--- config.mk ---
export PLATFORM = sky130hd
export DESIGN_NAME = sample_loop_address_generator
export DESIGN_NICKNAME = d
export VERILOG_FILES = /design/src/rtl/slag_pkg.sv /design/src/rtl/sample_loop_address_generator.sv /design/src/rtl/slag_ctrl.sv
export SDC_FILE = /design/constraint.sdc
export NUM_CORES = 1
export LEC_CHECK = 0
export ABC_AREA = 0
export BUFFER_PORTS_ARGS = -buffer_cell sky130_fd_sc_hd__clkbuf_2
export CORE_MARGIN = 1.5
export CORE_UTILIZATION = 35
export DETAILED_ROUTE_END_ITERATION = 10
export PLACE_DENSITY = 0.56
export SYNTH_ARGS = -nofsm -noshare
export SYNTH_HDL_FRONTEND = slang
export SYNTH_HIERARCHICAL = 1
export SYNTH_SLANG_ARGS = --single-unit
--- constraint.sdc ---
create_clock -name clk -period 11.5 [get_ports clk]
set_input_delay 1.15 -clock clk [delete_from_list [all_inputs] [get_ports clk]]
set_output_delay 1.15 -clock clk [all_outputs]
set_load 0.05 [all_outputs]
--- src/rtl/slag_pkg.sv ---
package slag_pkg;

  localparam int INDEX_BITS_DEF  = 24;
  localparam int REPEAT_BITS_DEF = 16;
  localparam int IN_DATA_BITS    = 8;
  localparam int CFG_ADDR_BITS   = 3;
  localparam int MODE_BITS       = 2;

  localparam logic [CFG_ADDR_BITS-1:0] REG_START  = 3'd0;
  localparam logic [CFG_ADDR_BITS-1:0] REG_LOOP   = 3'd1;
  localparam logic [CFG_ADDR_BITS-1:0] REG_END    = 3'd2;
  localparam logic [CFG_ADDR_BITS-1:0] REG_REPEAT = 3'd3;
  localparam logic [CFG_ADDR_BITS-1:0] REG_MODE   = 3'd4;

  localparam logic [MODE_BITS-1:0] MODE_FWD  = 2'd0;
  localparam logic [MODE_BITS-1:0] MODE_REV  = 2'd1;
  localparam logic [MODE_BITS-1:0] MODE_PING = 2'd2;

endpackage

--- src/rtl/sample_loop_address_generator.sv ---
// channel  dir  tdata                         tuser            tlast
// in_      in   [0] restart, rest zero        -                -
// out_     out  source_frame, zero padded     [0] frame_valid  last
// cfg_     in   write: cfg_we, cfg_addr, cfg_wdata, no read-back
//
// one transaction in, one result out; a new input can be taken every cycle while the output is not stalled
// results are registered and appear in the cycle after the input, held in a single output register
// the input is taken whenever the output register is empty or being drained
// synchronous active-low reset idles the generator, clears configuration and empties the output
module sample_loop_address_generator #(
  parameter int INDEX_BITS  = slag_pkg::INDEX_BITS_DEF,
  parameter int REPEAT_BITS = slag_pkg::REPEAT_BITS_DEF,
  localparam int OUT_DATA_BITS = ((INDEX_BITS + 7) / 8) * 8,
  localparam int CFG_BITS = (INDEX_BITS > REPEAT_BITS) ? INDEX_BITS : REPEAT_BITS
) (
  input  logic                               clk,
  input  logic                               rst_n,
  input  logic                               in_tvalid,
  output logic                               in_tready,
  input  logic [slag_pkg::IN_DATA_BITS-1:0]  in_tdata,   // restart
  output logic                               out_tvalid,
  input  logic                               out_tready,
  output logic [OUT_DATA_BITS-1:0]           out_tdata,  // source_frame
  output logic                               out_tuser,  // frame_valid
  output logic                               out_tlast,
  input  logic                               cfg_we,
  input  logic [slag_pkg::CFG_ADDR_BITS-1:0] cfg_addr,
  input  logic [CFG_BITS-1:0]                cfg_wdata
);

  logic [INDEX_BITS-1:0]          start_r, loop_r, end_r;
  logic [REPEAT_BITS-1:0]         rpt_r;
  logic [slag_pkg::MODE_BITS-1:0] mode_r;
  logic                           out_valid_r;
  logic                           in_acc;
  logic [INDEX_BITS-1:0]          frame;

  always_ff @(posedge clk) begin
    if (!rst_n) begin
      start_r <= '0;
      loop_r  <= '0;
      end_r   <= '0;
      rpt_r   <= '0;
      mode_r  <= slag_pkg::MODE_FWD;
    end else if (cfg_we) begin
      case (cfg_addr)
        slag_pkg::REG_START:  start_r <= cfg_wdata[INDEX_BITS-1:0];
        slag_pkg::REG_LOOP:   loop_r  <= cfg_wdata[INDEX_BITS-1:0];
        slag_pkg::REG_END:    end_r   <= cfg_wdata[INDEX_BITS-1:0];
        slag_pkg::REG_REPEAT: rpt_r   <= cfg_wdata[REPEAT_BITS-1:0];
        slag_pkg::REG_MODE:   mode_r  <= cfg_wdata[slag_pkg::MODE_BITS-1:0];
        default: ;
      endcase
    end
  end

  assign in_tready = !out_valid_r || out_tready;
  assign in_acc    = in_tvalid && in_tready;

  always_ff @(posedge clk) begin
    if (!rst_n) begin
      out_valid_r <= 1'b0;
    end else if (in_acc) begin
      out_valid_r <= 1'b1;
    end else if (out_tready) begin
      out_valid_r <= 1'b0;
    end
  end

  slag_ctrl #(
    .INDEX_BITS (INDEX_BITS),
    .REPEAT_BITS(REPEAT_BITS)
  ) u_ctrl (
    .clk      (clk),
    .rst_n    (rst_n),
    .step_en  (in_acc),
    .restart  (in_tdata[0]),
    .start_idx(start_r),
    .loop_idx (loop_r),
    .end_idx  (end_r),
    .rpt_cnt  (rpt_r),
    .mode     (mode_r),
    .frame_r  (frame),
    .valid_r  (out_tuser),
    .last_r   (out_tlast)
  );

  assign out_tvalid = out_valid_r;
  assign out_tdata  = OUT_DATA_BITS'(frame);

endmodule

--- src/rtl/slag_ctrl.sv ---
module slag_ctrl #(
  parameter int INDEX_BITS  = slag_pkg::INDEX_BITS_DEF,
  parameter int REPEAT_BITS = slag_pkg::REPEAT_BITS_DEF
) (
  input  logic                           clk,
  input  logic                           rst_n,
  input  logic                           step_en,
  input  logic                           restart,
  input  logic [INDEX_BITS-1:0]          start_idx,
  input  logic [INDEX_BITS-1:0]          loop_idx,
  input  logic [INDEX_BITS-1:0]          end_idx,
  input  logic [REPEAT_BITS-1:0]         rpt_cnt,
  input  logic [slag_pkg::MODE_BITS-1:0] mode,
  output logic [INDEX_BITS-1:0]          frame_r,
  output logic                           valid_r,
  output logic                           last_r
);

  typedef enum logic [1:0] {
    SEG_IDLE,
    SEG_HEAD,
    SEG_BACK,
    SEG_LOOP
  } seg_t;

  seg_t                   seg_r, seg_a, seg_nxt;
  logic [INDEX_BITS-1:0]  pos_r, pos_a, pos_nxt;
  logic [REPEAT_BITS-1:0] rep_r, rep_a, rep_nxt, rep_inc;
  logic                   fwd_r, fwd_a, fwd_nxt, fin_fwd;

  logic                   split_head;
  logic [INDEX_BITS-1:0]  head_lim;
  logic                   region_bad;
  logic                   loop_empty;
  logic                   loops_fwd;
  seg_t                   loops_seg, lh_seg;
  logic [INDEX_BITS-1:0]  loops_pos, lh_pos;
  logic                   lh_fwd;
  logic [INDEX_BITS:0]    pos_inc;
  logic [INDEX_BITS:0]    loop_inc;
  logic                   at_top, at_bottom;

  // decisions that depend on configuration only
  always_comb begin
    split_head = (mode == slag_pkg::MODE_REV) &&
                 ((rpt_cnt == '0) || (loop_idx == start_idx));
    head_lim   = split_head ? loop_idx : end_idx;
    region_bad = (loop_idx < start_idx) || (end_idx < loop_idx);
    loop_empty = end_idx <= loop_idx;
    loops_fwd  = !((mode == slag_pkg::MODE_REV) || (mode == slag_pkg::MODE_PING));
    if ((rpt_cnt == '0) || loop_empty) begin
      loops_seg = SEG_IDLE;
      loops_pos = '0;
    end else begin
      loops_seg = SEG_LOOP;
      loops_pos = loops_fwd ? loop_idx : end_idx;
    end
    // leaving the head
    if (split_head && !loop_empty) begin
      lh_seg = SEG_BACK;
      lh_pos = end_idx;
      lh_fwd = 1'b1;
    end else begin
      lh_seg = loops_seg;
      lh_pos = loops_pos;
      lh_fwd = loops_fwd;
    end
  end

  // state after an optional restart
  always_comb begin
    seg_a = seg_r;
    pos_a = pos_r;
    rep_a = rep_r;
    fwd_a = fwd_r;
    if (restart) begin
      rep_a = '0;
      fwd_a = 1'b1;
      if (region_bad) begin
        seg_a = SEG_IDLE;
        pos_a = '0;
      end else if (start_idx >= head_lim) begin
        seg_a = lh_seg;
        pos_a = lh_pos;
        fwd_a = lh_fwd;
      end else begin
        seg_a = SEG_HEAD;
        pos_a = start_idx;
      end
    end
  end

  // one step of advance
  always_comb begin
    pos_inc   = {1'b0, pos_a} + 1'b1;
    loop_inc  = {1'b0, loop_idx} + 1'b1;
    at_top    = pos_inc >= {1'b0, end_idx};
    at_bottom = {1'b0, pos_a} <= loop_inc;
    rep_inc   = rep_a + 1'b1;
    fin_fwd   = (mode == slag_pkg::MODE_PING) ? !fwd_a : fwd_a;
    seg_nxt   = seg_a;
    pos_nxt   = pos_a;
    rep_nxt   = rep_a;
    fwd_nxt   = fwd_a;
    case (seg_a)
      SEG_HEAD: begin
        if (pos_inc >= {1'b0, head_lim}) begin
          seg_nxt = lh_seg;
          pos_nxt = lh_pos;
          fwd_nxt = lh_fwd;
          rep_nxt = '0;
        end else begin
          pos_nxt = pos_inc[INDEX_BITS-1:0];
        end
      end
      SEG_BACK: begin
        if (at_bottom) begin
          seg_nxt = loops_seg;
          pos_nxt = loops_pos;
          fwd_nxt = loops_fwd;
          rep_nxt = '0;
        end else begin
          pos_nxt = pos_a - 1'b1;
        end
      end
      SEG_LOOP: begin
        if (fwd_a ? at_top : at_bottom) begin
          rep_nxt = rep_inc;
          fwd_nxt = fin_fwd;
          if ((rep_inc == '0) || (rep_inc >= rpt_cnt) || loop_empty) begin
            seg_nxt = SEG_IDLE;
            pos_nxt = '0;
          end else begin
            pos_nxt = fin_fwd ? loop_idx : end_idx;
          end
        end else if (fwd_a) begin
          pos_nxt = pos_inc[INDEX_BITS-1:0];
        end else begin
          pos_nxt = pos_a - 1'b1;
        end
      end
      default: begin
        seg_nxt = SEG_IDLE;
        pos_nxt = '0;
      end
    endcase
  end

  always_ff @(posedge clk) begin
    if (!rst_n) begin
      seg_r <= SEG_IDLE;
      pos_r <= '0;
      rep_r <= '0;
      fwd_r <= 1'b1;
    end else if (step_en) begin
      seg_r <= seg_nxt;
      pos_r <= pos_nxt;
      rep_r <= rep_nxt;
      fwd_r <= fwd_nxt;
    end
    if (step_en) begin
      if (seg_a == SEG_IDLE) begin
        frame_r <= '0;
        valid_r <= 1'b0;
        last_r  <= 1'b0;
      end else begin
        frame_r <= pos_a;
        valid_r <= 1'b1;
        last_r  <= seg_nxt == SEG_IDLE;
      end
    end
  end

endmodule

==> results of run 1 <==
[through the flow]
step	hold slack, ns	power [mW]	utilization [%]	cell area [um^2]	instances
final	0.4525	1.636	38.75	16290	2444
after global routing	0.4837	1.686	38.75	16290	2444
after CTS	0.4509	1.633	38.75	16290	2444
after detailed placement	0.4415	1.075	37.46	15750	2412
after global placement	0.4349	1.072	37.46	15750	2412
after floorplan	0.4163	0.9130	-	14910	1856
[layout make-up]
cell class / count / area [um^2] / share of cell area (%)
clock buffers: 19 / 442.9 / 2.719
flip-flops and latches: 160 / 3463 / 21.26
clock inverters: 13 / 100.1 / 0.6144
multi-input cells: 1486 / 10470 / 64.26
repair buffers: 115 / 715.7 / 4.393
inverters: 112 / 425.4 / 2.611
well taps: 539 / 674.4 / 4.140
[tightest hold or removal path, delay by kind of cell, from the launching register on]
family | cells | cell delay, ns
DFF | 1 | 0.32
and+or+nand+nor | 2 | 0.09
[state kept, by name (all words and copies together), names as in the netlist]
signal and cells:
end_r 24, loop_r 24, mode_r 2, out_tvalid 1, rpt_r 16, start_r 24
u_ctrl/frame_r 24, u_ctrl/fwd_r 1, u_ctrl/last_r 1, u_ctrl/pos_r 24, u_ctrl/rep_r 16, u_ctrl/seg_r 2
u_ctrl/valid_r 1
[placed cells by master, fill, tap and decap left out, drive strengths merged, types with 61 or more instances in the layout]
master	synthesis	layout
a21oi	111	111
ha	164	164
o21ai	83	83
inv	111	118
clkbuf	43	78
mux2i	117	117
xnor2	61	61
nor2	105	105
nand2	266	266
dfxtp	134	134
[routing by layer]
layer  GRT usage [%]  share of wire (%)
met1           37.62                 45
met4           12.87                4.4
met5               0                  0
met3           4.923                8.8
met2           41.08                 42
[report_power, final]
group          total, mW  internal (mW)  switching [mW]
registers          0.597          0.581          0.0158
logic              0.483          0.134           0.349
clock network      0.555          0.285           0.270
total               1.64           1.00           0.635
[path summary, 6_finish.rpt]
check | endpoint | slack [ns] | cells past startpoint
hold / removal | u_ctrl/pos_r[2]$_SDFFE_PN0P_ | 0.45 | 2
setup / recovery | u_ctrl/pos_r[19]$_SDFFE_PN0P_ | 0.92 | 33
hold reg to reg | u_ctrl/pos_r[2]$_SDFFE_PN0P_ | 0.45 | 2
setup reg to reg | u_ctrl/pos_r[19]$_SDFFE_PN0P_ | 0.92 | 33
[cells by family (layout without fill, tap and decap cells)]
family	Yosys count	in the layout	share of synthesized area, %
and+or+nand+nor	654	654	21.68
AOI/OAI and AO/OA	463	463	21.50
buffers and inverters	210	259	6.804
adders and majority gates	164	164	13.76
DFF	160	160	23.22
muxes	118	118	7.928
xor gates and xnor gates	87	87	5.109
==> flow_summary_export.csv, run 1 <==
group,metric,value,unit
yosys,async_flop_share,0,%
yosys,synth.most_common_cell,"nand2_1",
die,core_area,0.04204,mm^2
yosys,syn_nets,2060,
die,fp.dieH,209.4,um
timing,final-hold-violation-count,0,
die,die_w,209.4,um
yosys,post-synth-top-area-cell,"dfxtp_1",
grt,antenna_found_initial,0,
grt,grt_max_degree,79,
timing,setup_viol,0,
critical_path,start_kind,"flop",
clock_tree,cts_sinks,160,
clock_tree,cts_buffers,17,
critical_path,crit_arrival,10.92,ns
yosys,synth_warnings,6,
critical_path,crit_type,"flop to flop",
critical_path,cp_slowest_cell,"nor3_2",
yosys,synth_area_leaders,"dfxtp_1, ha_1, mux2i_1, nand2_1, edfxtp_1",
clock_tree,holdBufCountCts,0,
layout,diodes,0,
clock_tree,clock_path_buffers,2,
die,num_io_pins,68,
critical_path,critPathRequiredTime,11.84,ns
yosys,syn_area_per_cell,8.035,um^2
routing,wl,60.15,mm
run_status,status,"completed",
layout,drive_above_1_share,10.29,%
routing,dr.pass1.iters,6,
run,maxCapViolations,0,
die,die_area,0.04386,mm^2
clock_tree,cts_setup_buffers,0,
power,leakage,6.527,nW
routing,vias,14840,
layout,finalNetCount,2096,
layout,area_growth,9.237,%
timing,drv_slew,0,
die,start_util,35.47,%
power,p_per_area,100.4,mW/mm^2
critical_path,end_kind,"flop",
routing,drt-wirelength-per-cell,24.61,um
routing,drc_errors,0,
critical_path,crit_fanout,54,
place,dp_hpwl,45.56,mm
clock_tree,cts_tree,"done",
critical_path,critPathLaunch,"start_r[11]$_SDFFE_PN0P_",
critical_path,cpPeakStageDelay,0.68,ns
timing,finClkSkew,0.01235,ns
timing,slew_headroom,23.01,%
timing,max_freq,94.50,MHz
yosys,ys.flop_type,"dfxtp_1",
timing,rsz0062_at_grt,"false",
routing,postRouteAntennaNets,0,
place,dpl_worst_slack,1.315,ns
worst_hold_path,min_from,"u_ctrl/pos_r[2]$_SDFFE_PN0P_",
place,port_buffers,60,
yosys,yosysTopAreaCellShare,17.99,%
grt,grt_overflow_total,0,
clock_tree,clk_pin_slew_worst_paths,0.07,ns
worst_hold_path,hp-class,"flop to flop",
yosys,ys_seq_area_share,23.22,%
layout,fillCellCount,4323,
clock_tree,cts_resized,0,
grt,grt_pass1_wl,89.20,mm
timing,tns,0,ns
critical_path,crit_buf_inv,4,
critical_path,reg2reg_from,"start_r[11]$_SDFFE_PN0P_",
yosys,synth_cell_type_count,101,
timing,worstMarginPinSlew,1.151,ns
critical_path,cpLargestDelayFamily,"compound AO/OA/AOI/OAI gates",
yosys,synthesis.area,0.01491,mm^2
clock_tree,cts.htree.levels,4,
yosys,netlist_instances,1856,
power,ir_drop,0.09636,mV
yosys,synth-edff-count,26,
grt,grt_pass1_vias,14130,
clock_tree,cts_root_buffer,"clkbuf_16",
yosys,ys_seq_elements,160,
place,gp_congestion,1.021,
routing,via_per_inst,6.072,
timing,period_share,92.02,%
clock_tree,clk_latency,0.47,ns
yosys,synthTopCellsByCount,"nand2_1, ha_1, dfxtp_1",
grt,track_usage,27.28,%
timing,period_needed,10.58,ns
routing,drtIter0Drc,1720,
timing,setup_ws,0.9175,ns
die,rows,75,
Power figures use the tool's default switching activity.
==> inputs of run 2 (changes only) <==
--- a/config.mk
+++ b/config.mk
@@ -7,7 +7,7 @@
 export LEC_CHECK = 0
 export ABC_AREA = 0
 export BUFFER_PORTS_ARGS = -buffer_cell sky130_fd_sc_hd__clkbuf_2
-export CORE_MARGIN = 1.5
+export CORE_MARGIN = 8
 export CORE_UTILIZATION = 35
 export DETAILED_ROUTE_END_ITERATION = 10
 export PLACE_DENSITY = 0.56
==> flow_summary_export.csv, run 2 (synthesized netlist as in run 1, its figures left out) <==
group,metric,value,unit
run_status,status,"finished with violations",
run_status,violations,"max-capacitance violations, max-slew violations",
layout,drive_above_1_share,10.24,%
timing,slew_headroom,-0.9688,%
critical_path,crit_fanout,47,
critical_path,timing.rr.end,"u_ctrl/pos_r[19]$_SDFFE_PN0P_",
grt,grt_max_degree,92,
layout,multiInputGateArea,0.01047,mm^2
place,dp_hpwl,45.47,mm
die,die_area,0.04947,mm^2
clock_tree,cts_root_buffer,"clkbuf_16",
critical_path,crit_arrival,10.97,ns
grt,grt_pass1_wl,88.58,mm
timing,setup_viol,0,
power,ir_drop,0.1034,mV
layout,diodes,0,
clock_tree,cts_setup_buffers,0,
clock_tree,holdBufCountCts,0,
critical_path,end_kind,"flop",
routing,drt-wirelength-per-cell,24.43,um
layout,fillCellCount,4340,
clock_tree,cts_buffers,17,
critical_path,reg2reg_from,"start_r[11]$_SDFFE_PN0P_",
layout,finalNetCount,2096,
die,start_util,35.47,%
die,num_io_pins,68,
layout,final_common_cell,"nand2_1",
timing,tns,0,ns
place,port_buffers,60,
routing,vias,14800,
power,total_power,1.702,mW
grt,grt_pass1_vias,14070,
critical_path,critPathLaunch,"start_r[11]$_SDFFE_PN0P_",
routing,via_per_inst,6.058,
routing,routed.top_layer,"met4",
clock_tree,cts.htree.levels,4,
routing,dr.pass1.iters,6,
grt,antenna_found_initial,0,
routing,wl_met3,5.630,mm
clock_tree,cts_tree,"done",
critical_path,start_kind,"flop",
timing,max_freq,94.23,MHz
timing,period_share,92.28,%
timing,finClkSkew,0.01603,ns
critical_path,reg2reg_depth,32,
layout,regArea,0.003463,mm^2
critical_path,critPathRequiredTime,11.85,ns
grt,grt_overflow_total,0,
timing,worstMarginPinSlew,1.512,ns
run,maxCapViolations,1,
routing,postRouteAntennaNets,0,
layout,area_growth,9.715,%
place,gp_congestion,0.9785,
clock_tree,clk_latency,0.48,ns
critical_path,cp_slowest_cell,"or4b_1",
clock_tree,cts_sinks,160,
die,fp.dieH,222.4,um
worst_hold_path,hp-class,"flop to flop",
critical_path,rrSetupSlack,0.89,ns
worst_hold_path,hold_depth,2,
die,core_area,0.04204,mm^2
routing,met2_length,25.21,mm
power,p_per_area,104.0,mW/mm^2
worst_hold_path,hold_path_end,"u_ctrl/pos_r[2]$_SDFFE_PN0P_",
critical_path,crit_type,"flop to flop",
routing,drtIter0Drc,1829,
timing,rsz0062_at_grt,"false",
clock_tree,cts_resized,0,
timing,period_needed,10.61,ns
clock_tree,clock_path_buffers,2,
power,leakage,6.568,nW
die,rows,75,
worst_hold_path,min_from,"u_ctrl/pos_r[2]$_SDFFE_PN0P_",
timing,final-hold-violation-count,0,
routing,wl,59.68,mm
routing,drc_errors,0,
clock_tree,clk_pin_slew_worst_paths,0.08,ns
critical_path,cpPeakStageDelay,0.82,ns
die,die_w,222.4,um
layout,most-common-layout-cells,"nand2_1, ha_1, dfxtp_1",
grt,track_usage,23.35,%
timing,drv_slew,14,
routing,drt-met1-wl,26.64,mm
## run 2: worst max-delay path by stage
stage / endpoint / slack [ns] / cells past startpoint
detailed placement: u_ctrl/rep_r[9]$_SDFFE_PN0P_ / 1.29 / 32
global placement: u_ctrl/rep_r[11]$_SDFFE_PN0P_ / 1.36 / 31
global route: u_ctrl/rep_r[14]$_SDFFE_PN0P_ / 0.60 / 32
finish: u_ctrl/pos_r[19]$_SDFFE_PN0P_ / 0.89 / 32
floorplan: u_ctrl/fwd_r$_SDFFE_PN1P_ / 3.58 / 37
CTS: u_ctrl/rep_r[14]$_SDFFE_PN0P_ / 1.23 / 32
## run 2: per-layer routing
metal	track usage, %	vias to the layer above
met2	34.86	772
met3	4.254	127
met4	9.877	0
met1	32.55	7037
li1	-	6864
met5	0	-
## run 2: cell type report
cell class	instances	area share, %
clock buffers	21	3.013
clock inverters	10	0.7418
multi-input cells	1486	63.98
repair buffers	115	4.374
flip-flops and latches	160	21.17
inverters	112	2.600
well taps	539	4.122
## run 2: power by group
part / leakage (nW) / switching [mW] / internal, mW
clock network: 0.301 / 0.266 / 0.352
logic: 4.92 / 0.354 / 0.133
registers: 1.35 / 0.0147 / 0.582
total: 6.57 / 0.635 / 1.07
## run 2: stage by stage
stage / instances / worst slack, ns / utilization [%] / hold slack [ns] / instance area [um^2]
5_1_grt: 2443 / 0.5981 / 38.92 / 0.4708 / 16360
4_1_cts: 2443 / 1.231 / 38.92 / 0.4458 / 16360
2_1_floorplan: 1856 / 3.579 / - / 0.4163 / 14910
6_report: 2443 / 0.8879 / 38.92 / 0.4455 / 16360
3_3_place_gp: 2412 / 1.359 / 37.46 / 0.4362 / 15750
3_5_place_dp: 2412 / 1.295 / 37.46 / 0.4370 / 15750
## run 2: worst max-delay path: cells and delay by family, from the launching register on
family	cells	cell delay [ns]
buf+inv	3	0.75
flops	1	0.39
simple gates	12	4.41
xor+xnor	1	0.41
compound gates	13	3.56
fa+ha+maj	3	0.88
==> inputs of run 3 (changes only) <==
--- a/config.mk
+++ b/config.mk
@@ -9,8 +9,10 @@
 export BUFFER_PORTS_ARGS = -buffer_cell sky130_fd_sc_hd__clkbuf_2
 export CORE_MARGIN = 8
 export CORE_UTILIZATION = 35
+export CTS_BUF_LIST = sky130_fd_sc_hd__clkbuf_2
 export DETAILED_ROUTE_END_ITERATION = 10
 export PLACE_DENSITY = 0.56
+export RECOVER_POWER = 25
 export SYNTH_ARGS = -nofsm -noshare
 export SYNTH_HDL_FRONTEND = slang
 export SYNTH_HIERARCHICAL = 1
==> flow_summary_export.csv, run 3 (synthesized netlist as in run 1, its figures left out) <==
group,metric,value,unit
place,gp_congestion,0.9785,
die,fp.dieH,222.4,um
layout,final_common_cell,"nand2_1",
place,port_buffers,60,
layout,finalNetCount,2096,
grt,met1_usage,32.25,%
timing,drv_slew,180,
run_status,violations,"max-capacitance violations, max-slew violations",
worst_hold_path,min_from,"u_ctrl/pos_r[2]$_SDFFE_PN0P_",
layout,area_growth,7.392,%
grt,busiest_layer,"met2",
die,rows,75,
clock_tree,cts_resized,0,
routing,vias,14830,
power,leakage,6.416,nW
critical_path,cpPeakStageDelay,0.81,ns
routing,wl,59.44,mm
layout,most-common-layout-cells,"nand2_1, ha_1, dfxtp_1",
grt,antenna_found_initial,2,
worst_hold_path,hp-class,"flop to flop",
grt,use_met2,35.09,%
timing,period_needed,10.66,ns
power,power.net_switching,0.6034,mW
clock_tree,cts_root_buffer,"clkbuf_2",
critical_path,crit_arrival,11.51,ns
grt,grt_pass1_vias,14040,
clock_tree,clock_path_buffers,2,
clock_tree,cts_setup_buffers,0,
die,die_area,0.04947,mm^2
grt,grt_pass1_wl,88.31,mm
routing,postRouteAntennaNets,0,
run_status,status,"finished with violations",
power,switching_share,41.19,%
power,clkPwrFrac,25.9,%
place,dp_hpwl,45.47,mm
place,dp.cells,2412,
die,core_area,0.04204,mm^2
routing,drtIter0Drc,1858,
die,die_w,222.4,um
timing,max_freq,93.77,MHz
die,start_util,35.47,%
clock_tree,cts.htree.levels,4,
timing,rsz0062_at_grt,"false",
clock_tree,clk_latency,0.95,ns
clock_tree,cts_buffers,17,
layout,regArea,0.003463,mm^2
timing,period_share,92.74,%
critical_path,cp_slowest_cell,"or4b_1",
clock_tree,cts_tree,"done",
critical_path,end_kind,"flop",
layout,fillCellCount,4379,
timing,finClkSkew,0.06136,ns
power,combPwrFrac,33.2,%
routing,dr.pass1.iters,9,
grt,met3_usage,4.781,%
power,ir_drop,0.06662,mV
layout,stdcell_count,2445,
routing,via_per_inst,6.064,
routing,drc_errors,0,
grt,grt_overflow_total,0,
run,maxCapViolations,3,
timing,final-hold-violation-count,0,
power,p_int,0.8614,mW
power,total_power,1.465,mW
timing,slew_headroom,-145.2,%
clock_tree,holdBufCountCts,0,
critical_path,critPathLaunch,"start_r[11]$_SDFFE_PN0P_",
die,num_io_pins,68,
layout,multiInputGateArea,0.01047,mm^2
layout,drive_above_1_share,10.03,%
routing,drt-wirelength-per-cell,24.31,um
clock_tree,clk_pin_slew_worst_paths,0.24,ns
critical_path,start_kind,"flop",
timing,tns,0,ns
grt,grt_max_degree,92,
grt,track_usage,23.27,%
critical_path,crit_type,"flop to flop",
critical_path,reg2reg_from,"start_r[11]$_SDFFE_PN0P_",
timing,setup_viol,0,
power,p_per_area,91.47,mW/mm^2
clock_tree,cts_sinks,160,
critical_path,crit_fanout,47,
power,pwr-share-seq,40.8,%
critical_path,critPathRequiredTime,12.34,ns
timing,worstMarginPinSlew,3.678,ns
[run 3: cell count changes in the layout (fill, tap and decap cells not counted), sizes merged]
cell | before | now
buf | 56 | 53
bufinv | 2 | 4
diode | 0 | 2
clkinv | 5 | 6
[run 3: final cells by class]
type                       instances  area share, %
antenna                            2        0.03125
clock buffer                      18         0.5625
clock inverter                    13          1.156
inverter                         112          2.656
multi-input combinational       1486          65.37
sequential                       160          21.62
tap                              539          4.211
timing repair buffer             115          4.391
[run 3: path summary, 6_finish.rpt]
| kind | to | slack, ns | cells past startpoint |
|---|---|---|---|
| setup reg to reg | u_ctrl/pos_r[17]$_SDFFE_PN0P_ | 0.84 | 32 |
| setup / recovery | u_ctrl/pos_r[17]$_SDFFE_PN0P_ | 0.84 | 32 |
| hold reg to reg | u_ctrl/pos_r[2]$_SDFFE_PN0P_ | 0.46 | 2 |
| hold / removal | u_ctrl/pos_r[2]$_SDFFE_PN0P_ | 0.46 | 2 |
[run 3: worst max-delay path, delay by kind of cell, from the launching register on]
family	cells	cell delay [ns]
xor+xnor	1	0.42
flops	1	0.45
compound gates	13	3.96
simple gates	13	4.15
fa+ha+maj	3	1.03
buf+inv	2	0.53
[run 3: per-stage QoR]
step / worst slack [ns] / utilization, % / area, um^2 / hold slack (ns)
6_report: 0.8355 / 38.10 / 16020 / 0.4619
3_3_place_gp: 1.359 / 37.46 / 15750 / 0.4362
4_1_cts: 1.195 / 38.11 / 16020 / 0.3439
3_5_place_dp: 1.295 / 37.46 / 15750 / 0.4370
5_1_grt: 0.5424 / 38.10 / 16020 / 0.3926
2_1_floorplan: 3.579 / - / 14910 / 0.4163
[run 3: power groups by stage]
stage               logic [mW]  clock network, mW  registers, mW
global placement         0.466                  0          0.608
global route             0.506              0.410          0.600
finish                   0.487              0.380          0.598
floorplan                0.293                  0          0.620
detailed placement       0.470                  0          0.608
CTS                      0.472              0.391          0.598
[run 3: per-layer routing]
metal	vias to the layer above	routed length (um)	share of wire [%]
met5	-	0	0
li1	6871	-	-
met2	812	25130	42
met4	0	2148	3.6
met3	140	5698	9.6
met1	7004	26460	45
